$ cat src/gts_pkg.sv
package gts_pkg;

    localparam int SCORE_W = 16;
    localparam int TIME_W  = 32;
    localparam int CHAN_W  = 4;
    localparam int COUNT_W = 5;
    localparam int REG_IDX_W = 3;
    localparam int REG_DATA_W = 16;

    // Largest number of channels the channel field can reach.
    localparam int MAX_CHANNELS = 1 << CHAN_W;

    localparam logic CMD_SAMPLE = 1'b0;
    localparam logic CMD_CLEAR  = 1'b1;

    localparam logic [REG_IDX_W-1:0] REG_HIGH_THRESHOLD = 3'd0;
    localparam logic [REG_IDX_W-1:0] REG_LOW_THRESHOLD  = 3'd1;
    localparam logic [REG_IDX_W-1:0] REG_HIGH_HOLD_MS   = 3'd2;
    localparam logic [REG_IDX_W-1:0] REG_LOW_HOLD_MS    = 3'd3;
    localparam logic [REG_IDX_W-1:0] REG_COOLDOWN_MS    = 3'd4;
    localparam logic [REG_IDX_W-1:0] REG_PULSE_MODE     = 3'd5;
    localparam logic [REG_IDX_W-1:0] REG_CHANNEL_COUNT  = 3'd6;

    localparam logic [SCORE_W-1:0] HIGH_THRESHOLD_RST = 16'd45875;
    localparam logic [SCORE_W-1:0] LOW_THRESHOLD_RST  = 16'd19661;
    localparam logic [COUNT_W-1:0] CHANNEL_COUNT_RST  = 5'd16;

    typedef struct packed {
        logic [SCORE_W-1:0] high_threshold;
        logic [SCORE_W-1:0] low_threshold;
        logic [15:0]        high_hold_ms;
        logic [15:0]        low_hold_ms;
        logic [15:0]        refire_gap_ms;
        logic               pulse_mode;
        logic [COUNT_W-1:0] channel_count;
    } cfg_t;

    typedef struct packed {
        logic               command;
        logic [CHAN_W-1:0]  channel;
        logic [SCORE_W-1:0] score;
        logic [TIME_W-1:0]  now_ms;
    } sample_t;

    typedef struct packed {
        logic [CHAN_W-1:0]  out_channel;
        logic [SCORE_W-1:0] out_score;
        logic               fired;
        logic               active;
        logic [1:0]         phase;
    } result_t;

    typedef struct packed {
        logic              armed;
        logic              hold_running;
        logic [TIME_W-1:0] hold_start_ms;
        logic [TIME_W-1:0] last_fire_ms;
        logic              ever_fired;
        logic              output_latch;
    } chan_state_t;

endpackage

$ cat src/gts_if.sv
interface gts_sample_if;
    import gts_pkg::*;

    logic                 valid;
    logic                 ready;
    logic                 command;
    logic [CHAN_W-1:0]    channel;
    logic [SCORE_W-1:0]   score;
    logic [TIME_W-1:0]    now_ms;

    modport source (output valid, command, channel, score, now_ms, input ready);
    modport sink   (input valid, command, channel, score, now_ms, output ready);
endinterface

interface gts_result_if;
    import gts_pkg::*;

    logic                 valid;
    logic                 ready;
    logic [CHAN_W-1:0]    out_channel;
    logic [SCORE_W-1:0]   out_score;
    logic                 fired;
    logic                 active;
    logic [1:0]           phase;

    modport source (output valid, out_channel, out_score, fired, active, phase, input ready);
    modport sink   (input valid, out_channel, out_score, fired, active, phase, output ready);
endinterface

interface gts_cfg_if;
    import gts_pkg::*;

    logic                    valid;
    logic                    ready;
    logic [REG_IDX_W-1:0]    index;
    logic [REG_DATA_W-1:0]   data;

    modport source (output valid, index, data, input ready);
    modport sink   (input valid, index, data, output ready);
endinterface

$ cat src/gts_cfg_regs.sv
module gts_cfg_regs
    import gts_pkg::*;
(
    input  logic      clk,
    input  logic      rst_n,
    gts_cfg_if.sink   cfg,
    output cfg_t      cfg_q
);

    cfg_t cfg_reg;

    assign cfg.ready = 1'b1;
    assign cfg_q     = cfg_reg;

    always_ff @(posedge clk or negedge rst_n)
    begin
        if (!rst_n)
        begin
            cfg_reg.high_threshold <= HIGH_THRESHOLD_RST;
            cfg_reg.low_threshold  <= LOW_THRESHOLD_RST;
            cfg_reg.high_hold_ms   <= '0;
            cfg_reg.low_hold_ms    <= '0;
            cfg_reg.refire_gap_ms  <= '0;
            cfg_reg.pulse_mode     <= 1'b0;
            cfg_reg.channel_count  <= CHANNEL_COUNT_RST;
        end
        else if (cfg.valid)
        begin
            // Writes to indices beyond the register list are dropped.
            unique case (cfg.index)
                REG_HIGH_THRESHOLD: cfg_reg.high_threshold <= cfg.data;
                REG_LOW_THRESHOLD:  cfg_reg.low_threshold  <= cfg.data;
                REG_HIGH_HOLD_MS:   cfg_reg.high_hold_ms   <= cfg.data;
                REG_LOW_HOLD_MS:    cfg_reg.low_hold_ms    <= cfg.data;
                REG_COOLDOWN_MS:    cfg_reg.refire_gap_ms  <= cfg.data;
                REG_PULSE_MODE:     cfg_reg.pulse_mode     <= cfg.data[0];
                REG_CHANNEL_COUNT:  cfg_reg.channel_count  <= cfg.data[COUNT_W-1:0];
                default:            ;
            endcase
        end
    end

endmodule

$ cat src/gts_chan_update.sv
module gts_chan_update
    import gts_pkg::*;
#(
    parameter int DEPTH = 16
)
(
    input  cfg_t        cfg,
    input  sample_t     smp,
    input  chan_state_t st,
    output chan_state_t st_next,
    output result_t     res,
    output logic        wr_en
);

    localparam logic [COUNT_W-1:0] DEPTH_CNT = COUNT_W'(DEPTH);

    logic              in_use;
    logic              qualifies;
    logic [15:0]       need_ms;
    logic [TIME_W-1:0] hold_elapsed;
    logic [TIME_W-1:0] fire_elapsed;
    logic              hold_done;
    logic              cool_ok;
    logic              latch_mid;

    assign in_use = ({1'b0, smp.channel} < cfg.channel_count) &&
                    ({1'b0, smp.channel} < DEPTH_CNT);

    // Armed channels look for a low score, idle ones for a high score.
    assign qualifies    = st.armed ? (smp.score <= cfg.low_threshold)
                                   : (smp.score >= cfg.high_threshold);
    assign need_ms      = st.armed ? cfg.low_hold_ms : cfg.high_hold_ms;
    assign hold_elapsed = smp.now_ms - st.hold_start_ms;
    assign fire_elapsed = smp.now_ms - st.last_fire_ms;
    assign hold_done    = st.hold_running && (hold_elapsed >= {16'd0, need_ms});
    assign cool_ok      = (cfg.refire_gap_ms == 16'd0) || !st.ever_fired ||
                          (fire_elapsed >= {16'd0, cfg.refire_gap_ms});

    always_comb
    begin
        st_next   = st;
        latch_mid = st.output_latch;
        res.out_channel = smp.channel;
        res.out_score   = smp.score;
        res.fired       = 1'b0;
        res.active      = 1'b0;
        res.phase       = 2'd0;

        if (!qualifies)
        begin
            st_next.hold_running = 1'b0;
        end
        else if (!st.hold_running)
        begin
            st_next.hold_running  = 1'b1;
            st_next.hold_start_ms = smp.now_ms;
        end
        else if (hold_done)
        begin
            st_next.hold_running = 1'b0;
            st_next.armed        = !st.armed;
            if (st.armed && cool_ok)
            begin
                st_next.last_fire_ms = smp.now_ms;
                st_next.ever_fired   = 1'b1;
                res.fired            = 1'b1;
                latch_mid            = cfg.pulse_mode | !st.output_latch;
            end
        end

        // In pulse mode a set latch is shown once and then dropped.
        st_next.output_latch = latch_mid & !cfg.pulse_mode;

        if (smp.command == CMD_CLEAR || !in_use)
        begin
            res.fired = 1'b0;
        end
        else
        begin
            res.active = latch_mid;
            res.phase  = {st_next.armed, st_next.hold_running};
        end
    end

    assign wr_en = (smp.command == CMD_SAMPLE) && in_use;

endmodule

$ cat src/gesture_trigger_stabilizer_core.sv
// Gesture trigger stabiliser: per-channel hysteresis trigger with hold times
// and a fire cooldown.
//
// Channels: sample (sink) takes one request per score sample or clear command,
// result (source) returns exactly one result per request, in order. cfg is a
// register write port that is always ready; write it only while the block is idle.
//
// A request accepted at a clock edge is captured in the input register; its
// result is loaded into the result register once that register is empty or
// its result is being taken, and result.valid rises with that load.
// Throughput: one request per cycle while the result is not stalled, through the
// read-modify-write of the per-channel state registers between the two stages.
//
// Reset clears the configuration to its defaults, empties both stages and sets
// every channel idle and never fired. No clearing pass is needed.
// When the receiver stalls, the result holds steady; one more request is taken
// into the input register, after which sample.ready stays low until the
// result is taken.
module gesture_trigger_stabilizer_core
    import gts_pkg::*;
#(
    parameter int CHANNELS = 16
)
(
    input  logic           clk,
    input  logic           rst_n,
    gts_cfg_if.sink        cfg,
    gts_sample_if.sink     sample,
    gts_result_if.source   result
);

    localparam int DEPTH = (CHANNELS < MAX_CHANNELS) ? CHANNELS : MAX_CHANNELS;
    localparam int IDX_W = (DEPTH > 1) ? $clog2(DEPTH) : 1;

    cfg_t        cfg_q;
    sample_t     smp_reg;
    logic        smp_valid_reg;
    result_t     res_reg;
    logic        res_valid_reg;
    logic        advance;

    logic [DEPTH-1:0]  armed_reg;
    logic [DEPTH-1:0]  hold_running_reg;
    logic [DEPTH-1:0]  ever_fired_reg;
    logic [DEPTH-1:0]  latch_reg;
    logic [TIME_W-1:0] hold_start_reg [DEPTH];
    logic [TIME_W-1:0] last_fire_reg  [DEPTH];

    logic [IDX_W-1:0]  idx;
    chan_state_t       st_cur;
    chan_state_t       st_next;
    result_t           res_next;
    logic              wr_en;

    gts_cfg_regs u_cfg_regs (
        .clk   (clk),
        .rst_n (rst_n),
        .cfg   (cfg),
        .cfg_q (cfg_q)
    );

    assign advance      = smp_valid_reg && (!res_valid_reg || result.ready);
    assign sample.ready = !smp_valid_reg || advance;

    always_ff @(posedge clk or negedge rst_n)
    begin
        if (!rst_n)
        begin
            smp_valid_reg <= 1'b0;
        end
        else if (sample.ready)
        begin
            smp_valid_reg <= sample.valid;
        end
    end

    always_ff @(posedge clk)
    begin
        if (sample.ready && sample.valid)
        begin
            smp_reg.command <= sample.command;
            smp_reg.channel <= sample.channel;
            smp_reg.score   <= sample.score;
            smp_reg.now_ms  <= sample.now_ms;
        end
    end

    // Channel indices are only used once in range, which the update logic checks.
    assign idx = IDX_W'(smp_reg.channel);

    always_comb
    begin
        st_cur.armed         = armed_reg[idx];
        st_cur.hold_running  = hold_running_reg[idx];
        st_cur.hold_start_ms = hold_start_reg[idx];
        st_cur.last_fire_ms  = last_fire_reg[idx];
        st_cur.ever_fired    = ever_fired_reg[idx];
        st_cur.output_latch  = latch_reg[idx];
    end

    gts_chan_update #(
        .DEPTH (DEPTH)
    ) u_chan_update (
        .cfg     (cfg_q),
        .smp     (smp_reg),
        .st      (st_cur),
        .st_next (st_next),
        .res     (res_next),
        .wr_en   (wr_en)
    );

    always_ff @(posedge clk or negedge rst_n)
    begin
        if (!rst_n)
        begin
            armed_reg        <= '0;
            hold_running_reg <= '0;
            ever_fired_reg   <= '0;
            latch_reg        <= '0;
        end
        else if (advance)
        begin
            if (smp_reg.command == CMD_CLEAR)
            begin
                // Fire history is kept across a clear.
                armed_reg        <= '0;
                hold_running_reg <= '0;
                latch_reg        <= '0;
            end
            else if (wr_en)
            begin
                armed_reg[idx]        <= st_next.armed;
                hold_running_reg[idx] <= st_next.hold_running;
                ever_fired_reg[idx]   <= st_next.ever_fired;
                latch_reg[idx]        <= st_next.output_latch;
            end
        end
    end

    // Time stamps are only read while their hold or fire flag is set.
    always_ff @(posedge clk)
    begin
        if (advance && wr_en)
        begin
            hold_start_reg[idx] <= st_next.hold_start_ms;
            last_fire_reg[idx]  <= st_next.last_fire_ms;
        end
    end

    always_ff @(posedge clk or negedge rst_n)
    begin
        if (!rst_n)
        begin
            res_valid_reg <= 1'b0;
        end
        else if (advance)
        begin
            res_valid_reg <= 1'b1;
        end
        else if (result.ready)
        begin
            res_valid_reg <= 1'b0;
        end
    end

    always_ff @(posedge clk)
    begin
        if (advance)
        begin
            res_reg <= res_next;
        end
    end

    assign result.valid       = res_valid_reg;
    assign result.out_channel = res_reg.out_channel;
    assign result.out_score   = res_reg.out_score;
    assign result.fired       = res_reg.fired;
    assign result.active      = res_reg.active;
    assign result.phase       = res_reg.phase;

endmodule

$ cat src/flat_wrapper.sv
// flat-port wrapper written by rule: the top's interface ports become plain ports
module gesture_trigger_stabilizer_core_flat import gts_pkg::*;
#(
    parameter int CHANNELS = 16
)
  (clk, rst_n, cfg_valid, cfg_index, cfg_data, cfg_ready, sample_valid, sample_command, sample_channel, sample_score, sample_now_ms, sample_ready, result_valid, result_out_channel, result_out_score, result_fired, result_active, result_phase, result_ready);
  gts_cfg_if cfg_i ();
  gts_sample_if sample_i ();
  gts_result_if result_i ();
  input  logic clk;
  input  logic rst_n;
  input wire logic [$bits(cfg_i.valid)-1:0] cfg_valid;
  input wire logic [$bits(cfg_i.index)-1:0] cfg_index;
  input wire logic [$bits(cfg_i.data)-1:0] cfg_data;
  output wire logic [$bits(cfg_i.ready)-1:0] cfg_ready;
  input wire logic [$bits(sample_i.valid)-1:0] sample_valid;
  input wire logic [$bits(sample_i.command)-1:0] sample_command;
  input wire logic [$bits(sample_i.channel)-1:0] sample_channel;
  input wire logic [$bits(sample_i.score)-1:0] sample_score;
  input wire logic [$bits(sample_i.now_ms)-1:0] sample_now_ms;
  output wire logic [$bits(sample_i.ready)-1:0] sample_ready;
  output wire logic [$bits(result_i.valid)-1:0] result_valid;
  output wire logic [$bits(result_i.out_channel)-1:0] result_out_channel;
  output wire logic [$bits(result_i.out_score)-1:0] result_out_score;
  output wire logic [$bits(result_i.fired)-1:0] result_fired;
  output wire logic [$bits(result_i.active)-1:0] result_active;
  output wire logic [$bits(result_i.phase)-1:0] result_phase;
  input wire logic [$bits(result_i.ready)-1:0] result_ready;
  assign cfg_i.valid = cfg_valid;
  assign cfg_i.index = cfg_index;
  assign cfg_i.data = cfg_data;
  assign cfg_ready = cfg_i.ready;
  assign sample_i.valid = sample_valid;
  assign sample_i.command = sample_command;
  assign sample_i.channel = sample_channel;
  assign sample_i.score = sample_score;
  assign sample_i.now_ms = sample_now_ms;
  assign sample_ready = sample_i.ready;
  assign result_valid = result_i.valid;
  assign result_out_channel = result_i.out_channel;
  assign result_out_score = result_i.out_score;
  assign result_fired = result_i.fired;
  assign result_active = result_i.active;
  assign result_phase = result_i.phase;
  assign result_i.ready = result_ready;
  gesture_trigger_stabilizer_core #(.CHANNELS(CHANNELS)) u_core (.clk(clk), .rst_n(rst_n), .cfg(cfg_i), .sample(sample_i), .result(result_i));
endmodule
$ cat config.mk
export PLATFORM = sky130hd
export DESIGN_NAME = gesture_trigger_stabilizer_core_flat
export DESIGN_NICKNAME = d
export VERILOG_FILES = /design/src/gts_pkg.sv /design/src/gts_if.sv /design/src/gts_cfg_regs.sv /design/src/gts_chan_update.sv /design/src/gesture_trigger_stabilizer_core.sv /design/src/flat_wrapper.sv
export SDC_FILE = /design/constraint.sdc
export NUM_CORES = 1
export LEC_CHECK = 0
export ABC_CLOCK_PERIOD_IN_PS = 12900
export BUFFER_PORTS_ARGS = -buffer_cell sky130_fd_sc_hd__clkbuf_2
export CAP_MARGIN = 20
export CELL_PAD_IN_SITES_DETAIL_PLACEMENT = 1
export CELL_PAD_IN_SITES_GLOBAL_PLACEMENT = 1
export CORE_UTILIZATION = 50
export CTS_BUF_LIST = sky130_fd_sc_hd__clkbuf_16
export DETAILED_ROUTE_END_ITERATION = 10
export PLACE_DENSITY = 0.76
export SYNTH_ARGS = -nofsm -noshare
export SYNTH_HDL_FRONTEND = slang
export SYNTH_SLANG_ARGS = --single-unit
export TNS_END_PERCENT = 20
$ cat constraint.sdc
create_clock -name clk -period 12.9 [get_ports clk]
set_clock_uncertainty 0.2 [all_clocks]
set_input_delay 0 -clock clk [delete_from_list [all_inputs] [get_ports clk]]
set_output_delay 0 -clock clk [all_outputs]
set_load 0.02 [all_outputs]
==> flow_summary.ini <==
[clock_tree]
cts_tree = done
cts.path.max_buffers = 3
cts_buffers = 131
post_cts_buffers = 0
path_clk_slew_ns = 0.06
worstSkewPairLatency_ns = 0.77
clock_sinks = 1257
cts_resized = 0
cts.hold.buffers_added = 170
clk_root_buffer_cell = clkbuf_16
ctsHtreeMaxLevel = 4

[route]
routed_wl_mm = 160
vias_per_cell = 6.55
drtIter0Drc = 3617
drc = 0
via_count = 31978
drtAntennaViolNets = 0
wire_per_inst_um = 32.8
drtPass1Iterations = 6

[yosys]
ys_async_sr_fraction_pct = 12.1
synth_fp_nets = 3253
ys_seq_elements = 1257
syn_area_mm2 = 0.0540
synthCells = 3043
seq_area_frac_synth_pct = 68.5
synth_warnings = 0
synthFlopType = edfxtp_1
synth_cell_types = 87
synth_edf_count = 1101
avgSynthCellArea_um2 = 17.7

[global_routing]
antenna_found_initial = 9
grt_pass1_wl_mm = 233
grt_usage_pct = 29.8
grt_pass1_vias = 34012
overflow = 0
grt_max_degree = 122

[sta]
report.final.slew_viol_count = 0
setup-tns-final_ns = 0
finalWorstSetupSlack_ns = 3.91
max_slew_margin_pct = 19.9
finalSetupViolCount = 0
min_period_ns = 8.99
rsz0062_at_grt = no
hold_violations = 0
fmax_mhz = 111
fin_crit_sh_pct = 69.7
worst_pin_slew_ns = 1.19

[finish]
area_growth_pct = 15.6
mostFrequentLayoutCells = edfxtp_1, mux4_2, dlygate4sd3_1, inv_1, nand2_1
final_common_cell = edfxtp_1
drive_above_1_share_pct = 24.3
final_util_pct = 58.3
finalNonFillerCells = 4880
nets = 3575

[placement]
dpl.cell_count = 4457
preCtsSetupSlack_ns = 4.04
dp_hpwl_mm = 89.9
gp_congestion = 0.937
portBuffers = 102

[worst_setup_path]
path_class = register to register
crit_path_end_kind = register
cp.required_ns = 13.09
ff2ff_setup_slack_ns = 3.91
r2r-end = u_core.last_fire_reg[12][4]$_DFFE_PP_
cp_max_fo = 35
cp-endpoint = u_core.last_fire_reg[12][4]$_DFFE_PP_
crit_path_start_kind = register
r2r_cells = 24
critPathArrivalTime_ns = 9.18

[pwr]
power.leakage_nw = 21.6
vdd.ir_drop.worst_uv = 114
p_per_area_mw_per_mm2 = 168

[die]
core_mm2 = 0.107
rows = 120
die_area_mm2 = 0.109
num_io_pins = 104
start_util_pct = 50.4
die_y_um = 331
die_x_um = 331

[worst_hold_path]
min_path_type = input port to register

[flow_run]
maxCapViolations = 0

[status]
outcome = completed
==> cells in the mapped netlist (6+ instances only) <==
master,count,area share (%)
dfstp_2,18,0.88
ha_1,131,3.0
mux2i_1,20,0.37
mux2_2,79,1.6
a2bb2oi_1,18,0.29
nor4_1,13,0.15
mux4_2,339,14
xnor2_1,20,0.32
nand3_1,45,0.42
nand2b_1,17,0.20
or3_1,11,0.13
a21o_1,40,0.56
and2_1,7,0.081
dfrtp_1,134,6.2
o211ai_1,22,0.31
o21ai_0,109,1.0
nor3_1,18,0.17
buf_1,30,0.21
xor2_1,24,0.39
and4_1,6,0.097
edfxtp_1,1101,61
a22o_1,32,0.52
a211oi_1,10,0.14
clkbuf_1,90,0.63
nor2b_1,14,0.16
nor2_1,76,0.53
nand2_1,148,1.0
nor3b_1,6,0.083
a31oi_1,8,0.093
o21ai_1,38,0.35
buf_2,26,0.24
inv_1,126,0.88
o21a_1,12,0.17
nand4_1,48,0.56
a21oi_1,107,0.99
==> metal layers <==
metal | vias up | global-route usage, % | wire length, µm
met5 | - | 0 | 27
met4 | 4 | 11.8 | 5910
met3 | 356 | 5.80 | 12400
met2 | 1690 | 48.3 | 78300
met1 | 16998 | 39.8 | 63400
li1 | 12930 | - | -
==> critical path, stage by stage (launching register included) <==
cell       delay, ns
dfxtp_4         0.80
buf_4           0.69
mux4_2          0.60
mux4_2          0.50
inv_1           0.10
ha_1            0.30
a21o_1          0.25
a311o_1         0.47
a21oi_1         0.31
o21bai_1        0.17
a21o_1          0.21
a21oi_1         0.18
xnor2_1         0.14
ha_1            0.28
a21o_1          0.17
a21oi_1         0.15
o21ai_0         0.10
a211oi_1        0.23
o2111ai_1       0.15
a211oi_1        0.23
nand4_1         0.18
o41ai_4         0.69
nor3_4          0.21
buf_4           0.30
o21ai_1         0.90
==> through the flow <==
step / total power (W) / cell area (µm²) / hold slack (ns)
2_1_floorplan: 0.00607 / 54000 / -0.496
3_3_place_gp: 0.00653 / 56300 / -0.0904
3_5_place_dp: 0.00664 / 56300 / -0.0727
4_1_cts: 0.0104 / 62300 / 0.0487
5_1_grt: 0.0108 / 62400 / 0.125
6_report: 0.0105 / 62400 / 0.101
==> logic make-up (layout without fill, tap and decap cells) <==
logic type / Yosys count / after routing / synth area share (%)
AO/OA/AOI/OAI: 457 / 457 / 5.51
XOR/XNOR: 44 / 44 / 0.714
adder cells (fa/ha/maj): 133 / 133 / 3.11
buffers and inverters: 278 / 708 / 2.04
flip-flops: 1257 / 1257 / 68.5
multiplexers: 439 / 439 / 16.2
other: 1 / 5 / 0.00695
AND/OR/NAND/NOR: 434 / 434 / 3.97
==> cell type report <==
class                           instances  area [µm²]
Clock inverter                        109         992
Tap cell                             1403        1760
Inverter                              127         477
Timing Repair Buffer                  340        2840
Fill cell                            9455       44600
Clock buffer                          132        3300
Sequential cell                      1257       37000
Antenna cell                            4        10.0
Multi-Input combinational cell       1508       16100
==> power by group <==
part           internal, W  switching (W)  leakage [nW]  total, W
Clock              0.00215        0.00164          2.21   0.00378
Sequential         0.00477       0.000102          11.9   0.00487
Combinational     0.000677        0.00113          7.52   0.00181
Total              0.00759        0.00287          21.6    0.0105
==> how the worst min path moves through the flow <==
stage	end	slack (ns)	depth (start not counted)	from
floorplan	u_core.armed_reg[0]$_DFFE_PN0P_	-0.50	0	rst_n
global placement	u_core.ever_fired_reg[12]$_DFFE_PN0P_	-0.09	1	rst_n
detailed placement	u_core.ever_fired_reg[12]$_DFFE_PN0P_	-0.07	1	rst_n
CTS	u_core.u_cfg_regs.cfg_q[5]$_DFFE_PN0P_	0.05	4	cfg_index[2]
global route	u_core.u_cfg_regs.cfg_q[5]$_DFFE_PN0P_	0.12	4	cfg_index[2]
finish	u_core.u_cfg_regs.cfg_q[5]$_DFFE_PN0P_	0.10	4	cfg_index[2]
(Power assumes the default switching activity.)
